[src/hw/rtl/mrrpt_pkg.sv]
// Shared types and constants for the multi-reader ring pointer tracker.
`default_nettype none

package mrrpt_pkg;

    localparam int CFG_W           = 5;
    localparam int CFG_RESET       = 12;
    localparam int LG_MIN          = 1;
    localparam int LG_LIMIT        = 16;
    localparam int DEF_MAX_READERS = 4;
    localparam int DEF_INDEX_BITS  = 16;
    localparam int OP_W            = 3;
    localparam int ID_W            = 2;
    localparam int COUNT_W         = 16;
    localparam int POS_W           = 16;
    localparam int TOTAL_W         = 48;

    typedef enum logic [OP_W-1:0] {
        OP_WRITE  = 3'd0,
        OP_READ   = 3'd1,
        OP_ATTACH = 3'd2,
        OP_DETACH = 3'd3,
        OP_QUERY  = 3'd4
    } t_op;

    typedef struct packed {
        logic [OP_W-1:0]    op;
        logic [ID_W-1:0]    reader_id;
        logic [COUNT_W-1:0] count;
    } t_in_item;

    typedef struct packed {
        logic [POS_W-1:0]   space_free;
        logic [POS_W-1:0]   reader_backlog;
        logic [POS_W-1:0]   write_position;
        logic [POS_W-1:0]   read_position;
        logic [TOTAL_W-1:0] total_written;
        logic [TOTAL_W-1:0] total_read;
        logic               reader_active;
        logic               error;
    } t_out_item;

    typedef struct packed {
        logic            vld;
        logic [ID_W-1:0] reader_id;
        logic            exists;
        logic            err;
    } t_op_info;

endpackage

`default_nettype wire

[src/hw/rtl/mrrpt_state.sv]
// Pointer state registers and per-operation update.
`default_nettype none

module mrrpt_state
    import mrrpt_pkg::*;
#(
    parameter int MAX_READERS = DEF_MAX_READERS,
    parameter int INDEX_BITS  = DEF_INDEX_BITS
) (
    input  wire logic                  i_clk,
    input  wire logic                  i_rst_n,
    input  wire logic                  i_adv,
    input  wire logic                  i_item_vld,
    input  wire t_in_item              i_item,
    input  wire logic [INDEX_BITS-1:0] i_mask,
    output t_op_info                   o_info,
    output logic [INDEX_BITS-1:0]      o_wr_idx,
    output logic [TOTAL_W-1:0]         o_wr_total,
    output logic [INDEX_BITS-1:0]      o_rd_idx   [MAX_READERS],
    output logic [TOTAL_W-1:0]         o_rd_total [MAX_READERS],
    output logic [MAX_READERS-1:0]     o_rd_vld
);

    logic [INDEX_BITS-1:0]  r_wr_idx, n_wr_idx;
    logic [TOTAL_W-1:0]     r_wr_total, n_wr_total;
    logic [INDEX_BITS-1:0]  r_rd_idx   [MAX_READERS];
    logic [INDEX_BITS-1:0]  n_rd_idx   [MAX_READERS];
    logic [TOTAL_W-1:0]     r_rd_total [MAX_READERS];
    logic [TOTAL_W-1:0]     n_rd_total [MAX_READERS];
    logic [MAX_READERS-1:0] r_rd_vld, n_rd_vld;
    t_op_info               r_info, n_info;

    logic [MAX_READERS-1:0] sel;
    logic                   exists;
    logic                   hit;
    logic [INDEX_BITS-1:0]  wi_m;
    logic [INDEX_BITS-1:0]  cnt_ix;

    always_comb begin
        exists = int'(i_item.reader_id) < MAX_READERS;
        for (int i = 0; i < MAX_READERS; i++) begin
            sel[i] = exists && (int'(i_item.reader_id) == i);
        end
        hit    = |(sel & r_rd_vld);
        wi_m   = r_wr_idx & i_mask;
        cnt_ix = INDEX_BITS'(i_item.count);

        n_wr_idx   = wi_m;
        n_wr_total = r_wr_total;
        n_rd_vld   = r_rd_vld;
        for (int i = 0; i < MAX_READERS; i++) begin
            n_rd_idx[i]   = r_rd_idx[i] & i_mask;
            n_rd_total[i] = r_rd_total[i];
        end
        n_info.vld       = i_item_vld;
        n_info.reader_id = i_item.reader_id;
        n_info.exists    = exists;
        n_info.err       = 1'b0;

        case (i_item.op)
            OP_WRITE: begin
                n_wr_idx   = (wi_m + cnt_ix) & i_mask;
                n_wr_total = r_wr_total + TOTAL_W'(i_item.count);
            end
            OP_READ: begin
                n_info.err = !hit;
                for (int i = 0; i < MAX_READERS; i++) begin
                    if (sel[i] && r_rd_vld[i]) begin
                        n_rd_idx[i]   = (r_rd_idx[i] + cnt_ix) & i_mask;
                        n_rd_total[i] = r_rd_total[i] + TOTAL_W'(i_item.count);
                    end
                end
            end
            OP_ATTACH: begin
                n_info.err = !exists;
                for (int i = 0; i < MAX_READERS; i++) begin
                    if (sel[i]) begin
                        n_rd_vld[i]   = 1'b1;
                        n_rd_idx[i]   = wi_m;
                        n_rd_total[i] = '0;
                    end
                end
            end
            OP_DETACH: begin
                n_info.err = !hit;
                n_rd_vld   = r_rd_vld & ~sel;
            end
            default: begin
            end
        endcase
    end

    always_ff @(posedge i_clk) begin
        if (!i_rst_n) begin
            r_wr_idx   <= '0;
            r_wr_total <= '0;
            r_rd_vld   <= '0;
            r_info     <= '0;
            for (int i = 0; i < MAX_READERS; i++) begin
                r_rd_idx[i]   <= '0;
                r_rd_total[i] <= '0;
            end
        end else if (i_adv) begin
            r_info <= n_info;
            if (i_item_vld) begin
                r_wr_idx   <= n_wr_idx;
                r_wr_total <= n_wr_total;
                r_rd_vld   <= n_rd_vld;
                for (int i = 0; i < MAX_READERS; i++) begin
                    r_rd_idx[i]   <= n_rd_idx[i];
                    r_rd_total[i] <= n_rd_total[i];
                end
            end
        end
    end

    assign o_info     = r_info;
    assign o_wr_idx   = r_wr_idx;
    assign o_wr_total = r_wr_total;
    assign o_rd_idx   = r_rd_idx;
    assign o_rd_total = r_rd_total;
    assign o_rd_vld   = r_rd_vld;

endmodule

`default_nettype wire

[src/hw/rtl/mrrpt_status.sv]
// Backlog, free space and result register.
`default_nettype none

module mrrpt_status
    import mrrpt_pkg::*;
#(
    parameter int MAX_READERS = DEF_MAX_READERS,
    parameter int INDEX_BITS  = DEF_INDEX_BITS
) (
    input  wire logic                  i_clk,
    input  wire logic                  i_rst_n,
    input  wire logic                  i_adv,
    input  wire t_op_info              i_info,
    input  wire logic [INDEX_BITS-1:0] i_mask,
    input  wire logic [INDEX_BITS-1:0] i_wr_idx,
    input  wire logic [TOTAL_W-1:0]    i_wr_total,
    input  wire logic [INDEX_BITS-1:0] i_rd_idx   [MAX_READERS],
    input  wire logic [TOTAL_W-1:0]    i_rd_total [MAX_READERS],
    input  wire logic [MAX_READERS-1:0] i_rd_vld,
    output logic                       o_vld,
    output t_out_item                  o_item
);

    localparam int RW = (MAX_READERS > 1) ? $clog2(MAX_READERS) : 1;

    logic [INDEX_BITS-1:0] backlog [MAX_READERS];
    logic [INDEX_BITS-1:0] most;
    logic [INDEX_BITS-1:0] space;
    logic [RW-1:0]         ridx;
    logic                  active;
    t_out_item             n_item;
    t_out_item             r_item;
    logic                  r_vld;

    always_comb begin
        most = '0;
        for (int i = 0; i < MAX_READERS; i++) begin
            backlog[i] = (i_wr_idx - i_rd_idx[i]) & i_mask;
            if (i_rd_vld[i] && (backlog[i] > most)) begin
                most = backlog[i];
            end
        end
        space  = (|i_rd_vld) ? (i_mask - most) : i_mask;
        ridx   = RW'(i_info.reader_id);
        active = i_info.exists && i_rd_vld[ridx];

        n_item.space_free     = POS_W'(space);
        n_item.reader_backlog = active ? POS_W'(backlog[ridx]) : '0;
        n_item.write_position = POS_W'(i_wr_idx);
        n_item.read_position  = active ? POS_W'(i_rd_idx[ridx]) : '0;
        n_item.total_written  = i_wr_total;
        n_item.total_read     = active ? i_rd_total[ridx] : '0;
        n_item.reader_active  = active;
        n_item.error          = i_info.err;
    end

    always_ff @(posedge i_clk) begin
        if (!i_rst_n) begin
            r_vld <= 1'b0;
        end else if (i_adv) begin
            r_vld <= i_info.vld;
        end
    end

    always_ff @(posedge i_clk) begin
        if (i_adv && i_info.vld) begin
            r_item <= n_item;
        end
    end

    assign o_vld  = r_vld;
    assign o_item = r_item;

endmodule

`default_nettype wire

[src/hw/rtl/multi_reader_ring_pointer_tracker_core.sv]
// Top level of the multi-reader ring pointer tracker.
//
// Input channel (i_in_valid / o_in_stall / i_in_item): one operation per
// transaction: write commit, read commit, attach, detach or query.
// Output channel (o_out_valid / i_out_stall / o_out_item): exactly one result
// per operation, in order, carrying the state after that operation.
// Configuration: i_cfg_wr_en writes i_cfg_wr_data into the ring size register
// (log2 of the size); write it only while no operation is in flight.
// Pipeline: an operation passes through the input register, the state update
// and the result register. Throughput: one operation per cycle while the
// output is not stalled; the state is registered after every operation, so
// back-to-back operations see each other's effects.
// A stall on a valid output freezes the whole pipeline and raises o_in_stall in
// the same cycle; nothing is lost or repeated.
// Reset: all pointers and totals cleared, no reader attached, ring size
// register back to 12, pipeline empty.
`default_nettype none

module multi_reader_ring_pointer_tracker_core
    import mrrpt_pkg::*;
#(
    parameter int MAX_READERS = DEF_MAX_READERS,
    parameter int INDEX_BITS  = DEF_INDEX_BITS
) (
    input  wire logic             i_clk,
    input  wire logic             i_rst_n,
    input  wire logic             i_cfg_wr_en,
    input  wire logic [CFG_W-1:0] i_cfg_wr_data,
    input  wire logic             i_in_valid,
    output logic                  o_in_stall,
    input  wire t_in_item         i_in_item,
    output logic                  o_out_valid,
    input  wire logic             i_out_stall,
    output t_out_item             o_out_item
);

    localparam int LG_MAX = (INDEX_BITS < LG_LIMIT) ? INDEX_BITS : LG_LIMIT;

    logic [CFG_W-1:0]      r_size_log2;
    logic [CFG_W-1:0]      lg_eff;
    logic [INDEX_BITS-1:0] mask;
    logic                  adv;
    logic                  r_in_vld;
    t_in_item              r_in;

    t_op_info               info;
    logic [INDEX_BITS-1:0]  wr_idx;
    logic [TOTAL_W-1:0]     wr_total;
    logic [INDEX_BITS-1:0]  rd_idx   [MAX_READERS];
    logic [TOTAL_W-1:0]     rd_total [MAX_READERS];
    logic [MAX_READERS-1:0] rd_vld;

    always_ff @(posedge i_clk) begin
        if (!i_rst_n) begin
            r_size_log2 <= CFG_W'(CFG_RESET);
        end else if (i_cfg_wr_en) begin
            r_size_log2 <= i_cfg_wr_data;
        end
    end

    always_comb begin
        if (int'(r_size_log2) < LG_MIN) begin
            lg_eff = CFG_W'(LG_MIN);
        end else if (int'(r_size_log2) > LG_MAX) begin
            lg_eff = CFG_W'(LG_MAX);
        end else begin
            lg_eff = r_size_log2;
        end
        for (int b = 0; b < INDEX_BITS; b++) begin
            mask[b] = b < int'(lg_eff);
        end
    end

    assign adv        = !(o_out_valid && i_out_stall);
    assign o_in_stall = !adv;

    always_ff @(posedge i_clk) begin
        if (!i_rst_n) begin
            r_in_vld <= 1'b0;
        end else if (adv) begin
            r_in_vld <= i_in_valid;
        end
    end

    always_ff @(posedge i_clk) begin
        if (adv) begin
            r_in <= i_in_item;
        end
    end

    mrrpt_state #(
        .MAX_READERS (MAX_READERS),
        .INDEX_BITS  (INDEX_BITS)
    ) u_state (
        .i_clk      (i_clk),
        .i_rst_n    (i_rst_n),
        .i_adv      (adv),
        .i_item_vld (r_in_vld),
        .i_item     (r_in),
        .i_mask     (mask),
        .o_info     (info),
        .o_wr_idx   (wr_idx),
        .o_wr_total (wr_total),
        .o_rd_idx   (rd_idx),
        .o_rd_total (rd_total),
        .o_rd_vld   (rd_vld)
    );

    mrrpt_status #(
        .MAX_READERS (MAX_READERS),
        .INDEX_BITS  (INDEX_BITS)
    ) u_status (
        .i_clk      (i_clk),
        .i_rst_n    (i_rst_n),
        .i_adv      (adv),
        .i_info     (info),
        .i_mask     (mask),
        .i_wr_idx   (wr_idx),
        .i_wr_total (wr_total),
        .i_rd_idx   (rd_idx),
        .i_rd_total (rd_total),
        .i_rd_vld   (rd_vld),
        .o_vld      (o_out_valid),
        .o_item     (o_out_item)
    );

endmodule

`default_nettype wire

[config.mk]
export PLATFORM = sky130hd
export DESIGN_NAME = multi_reader_ring_pointer_tracker_core
export DESIGN_NICKNAME = d
export VERILOG_FILES = /design/src/hw/rtl/mrrpt_pkg.sv /design/src/hw/rtl/mrrpt_state.sv /design/src/hw/rtl/mrrpt_status.sv /design/src/hw/rtl/multi_reader_ring_pointer_tracker_core.sv
export SDC_FILE = /design/constraint.sdc
export NUM_CORES = 2
export LEC_CHECK = 0
export BUFFER_PORTS_ARGS = -buffer_cell sky130_fd_sc_hd__buf_2
export CAP_MARGIN = 40
export CORE_MARGIN = 3
export CORE_UTILIZATION = 43
export CTS_CLUSTER_SIZE = 12
export DETAILED_ROUTE_END_ITERATION = 6
export GPL_TIMING_DRIVEN = 0
export PLACE_DENSITY = 0.64
export SLEW_MARGIN = 20
export SYNTH_ARGS = -nofsm -noshare
export SYNTH_HDL_FRONTEND = slang
export SYNTH_SLANG_ARGS = --single-unit
[constraint.sdc]
create_clock -name i_clk -period 34.1 [get_ports i_clk]
set_input_delay 6.82 -clock i_clk [delete_from_list [all_inputs] [get_ports i_clk]]
set_output_delay 6.82 -clock i_clk [all_outputs]
set_load 0.1 [all_outputs]
==> impl_metrics.yaml <==
worst_setup_path:
  cpPeakStageDelay_ps: 610
  slowest_stage: "clkinv_1"
  path_buf_inv: 3
  timing.rr.end: "u_status.o_item[158]$_DFFE_PP_"
  critPathKind: "in -> out"
  r2r_cells: 52
  cp-start-kind: "input port"
  worstPathRequired_ps: 27280
  r2r_slack_ps: 19990
  crit_start: "i_out_stall"
  critPathTopFamily: "buffers and inverters"
  crit_end: "o_in_stall"
  cp.depth: 4
  cp_max_fo: 28
  critPathMostFrequentCell: "buf_2"
  r2r-start: "u_state.o_wr_idx[0]$_SDFFE_PN0P_"
  end_kind: "output pin"
  worstPathArrival_ps: 8590
  crit_chain: "buf_2 -> nand2_2 -> clkinv_1 -> buf_2"
floorplanning:
  die_w_um: 295
  fp.dieH_um: 295
  ioPinCount: 195
  die_area_sq_um: 87300
  num_rows: 105
  start_util_pct: 43.7
  core_sq_um: 82500
timing:
  timing.slew.headroom_pct: 39.6
  fmax_mhz: 64.9
  fin_skew_ps: 27.3
  tightest_slew_ps: 907
  min_period_ps: 15410
  slew_viol_final: 0
  fin_crit_sh_pct: 45.2
  final-hold-violation-count: 0
  timing.setup.tns_ps: 0
  postLayoutSetupSlackWorst_ps: 18690
  rsz0062_at_grt: "no"
  setup_violations: 0
yosys:
  dominantRegCellSynth: "dfxtp_1"
  synthArstFlopShare_pct: 0
  synth_edf_count: 183
  synth_area_per_cell_sq_um: 8.86
  yosys_warnings: 0
  yosysUniqueCellTypes: 102
  seq_area_frac_synth_pct: 33.9
  synth_cells: 4066
  synth_seq_cells: 519
  syn_nets: 4391
  netlist_area_sq_um: 36000
clock_tree:
  cts.clk_slew.worst_paths_ps: 60
  insertion_delay_ps: 620
  clock-sinks: 519
  post_cts_buffers: 0
  ctsHoldBuffers: 0
  ctsRootBufferMaster: "clkbuf_16"
  cts_buffer_depth: 3
  h-tree-depth: 3
  cts_tree: "done"
  numCtsBuffers: 66
  cts_resized: 0
finish:
  final_cell_mix: "nor2_1 (419), dfxtp_1 (336), nand2_1 (319), ha_1 (279), a21oi_1 (270)"
  fin_area_sq_um: 41100
  area_growth_pct: 14.0
  final_nets: 4702
  drive_gt1_share_pct: 11.5
  final_common_cell: "nor2_1"
placement:
  gp_congestion: 1.06
  placed_cell_area_sq_um: 38800
  dp_slack_ps: 18730
  portBuffers: 193
  dpl.hpwl_mm: 102
global_route:
  antenna_found_initial: 3
  grt_pass1_wl_mm: 194
  first_global_vias: 31600
  grt_max_degree: 55
  grtUsageTotal_pct: 29.2
  globalRouteOverflowTotal: 0
run_status:
  run_status: "finished with violations"
  violations: "design-rule violations"
power_and_ir_drop:
  p_leak_nw: 15.9
  powerDensity_nw_per_um2: 38.9
  totalPowerFinal_mw: 1.60
  vdd_drop_max_v: 0.0000320
route:
  drt_first_pass_iters: 7
  drc: 2
  wire_per_inst_um: 23.8
  ant_nets: 0
  routed_wl_mm: 131
  drt_iter0_markers: 4057
  viasPerCell: 6.19
  vias: 34100
run:
  max_cap_violations: 0
worst_hold_path:
  holdCritPathClass: "reg -> reg"
[how the worst min path moves through the flow]
stage                                                    from                              to  slack (ps)  cells past startpoint
after floorplan             u_state.o_wr_idx[15]$_SDFFE_PN0P_  u_status.o_item[129]$_DFFE_PP_         410                      0
after global placement         u_state.o_info[0]$_SDFFE_PN0N_    u_status.o_item[0]$_DFFE_PP_         410                      0
after detailed placement  u_state.o_wr_total[19]$_SDFFE_PN0P_   u_status.o_item[69]$_DFFE_PP_         430                      0
after CTS                 u_state.o_wr_total[19]$_SDFFE_PN0P_   u_status.o_item[69]$_DFFE_PP_         450                      0
after global routing      u_state.o_wr_total[19]$_SDFFE_PN0P_   u_status.o_item[69]$_DFFE_PP_         450                      0
final                     u_state.o_wr_total[19]$_SDFFE_PN0P_   u_status.o_item[69]$_DFFE_PP_         450                      0
[sequential cells by signal, summed over array words and instances (netlist names)]
name                count
r_in                   21
u_status.o_vld          1
r_size_log2             5
u_state.o_wr_total     48
r_in_vld                1
u_state.o_rd_vld        4
u_status.o_item       162
u_state.o_rd_idx       64
u_state.o_rd_total    192
u_state.o_wr_idx       16
u_state.o_info          5
[cells in the mapped netlist (all sizes together) (25+ instances only)]
master,count,area share [%]
nand2b,53,0.92
nand4,53,0.94
ha,279,9.7
and2,56,0.98
mux2i,42,1.2
a21o,66,1.4
nor2,423,4.5
nor2b,41,0.71
xor2,85,2.1
o21ai,202,2.8
or4,31,0.65
nand3,130,1.8
o21a,51,1.1
xnor2,160,3.9
buf,33,0.48
nor3,110,1.5
clkbuf,151,1.6
or3,43,0.75
o21bai,26,0.54
a22oi,56,1.2
mux4,77,4.8
and3,114,2.0
inv,174,1.8
o211ai,25,0.52
a211oi,37,0.80
nor4,38,0.76
a21oi,274,3.9
dfxtp,336,19
a31oi,50,0.87
nand2,321,3.4
edfxtp,183,15
o31ai,60,1.3
[layout make-up]
type                    instances  area [sq um]
multi-input cells            3181         22400
plain buffers                 184           744
fillers                      7807         41400
clock buffers                  98          1930
inverters                     182           686
clock inverters                23           244
flip-flops and latches        519         12200
diodes                          2          5.00
repair buffers                243          1500
well taps                    1070          1340
[where the power goes]
part	leakage, nW	internal, mW	total [mW]	switching (mW)
Clock	1.06	0.418	0.710	0.292
Sequential	4.34	0.649	0.661	0.0116
Combinational	10.5	0.0633	0.226	0.163
[per-layer routing]
metal	up-vias	wire length, um	GRT usage [%]
li1	15800	-	-
met1	16300	55700	40.5
met2	1712	57600	45.5
met3	283	12800	5.45
met4	0	4720	10.4
met5	-	0	0
[metrics by stage]
stage               hold WS [ps]  instances  util [%]
finish                       449       5502      49.8
global route                 452       5501      49.8
CTS                          450       5489      49.7
detailed placement           432       5368      47.0
global placement             413       5329      46.4
floorplan                    406       4066         -
[cell families after synthesis]
| logic type | synth area share, % |
|---|---|
| muxes | 6.08 |
| AOI/OAI and AO/OA | 19.1 |
| buffers and inverters | 3.96 |
| adders and majority gates | 10.5 |
| xor gates and xnor gates | 5.96 |
| and+or+nand+nor | 20.5 |
| other | 0.0104 |
| DFF | 33.9 |
(Power assumes the default switching activity.)
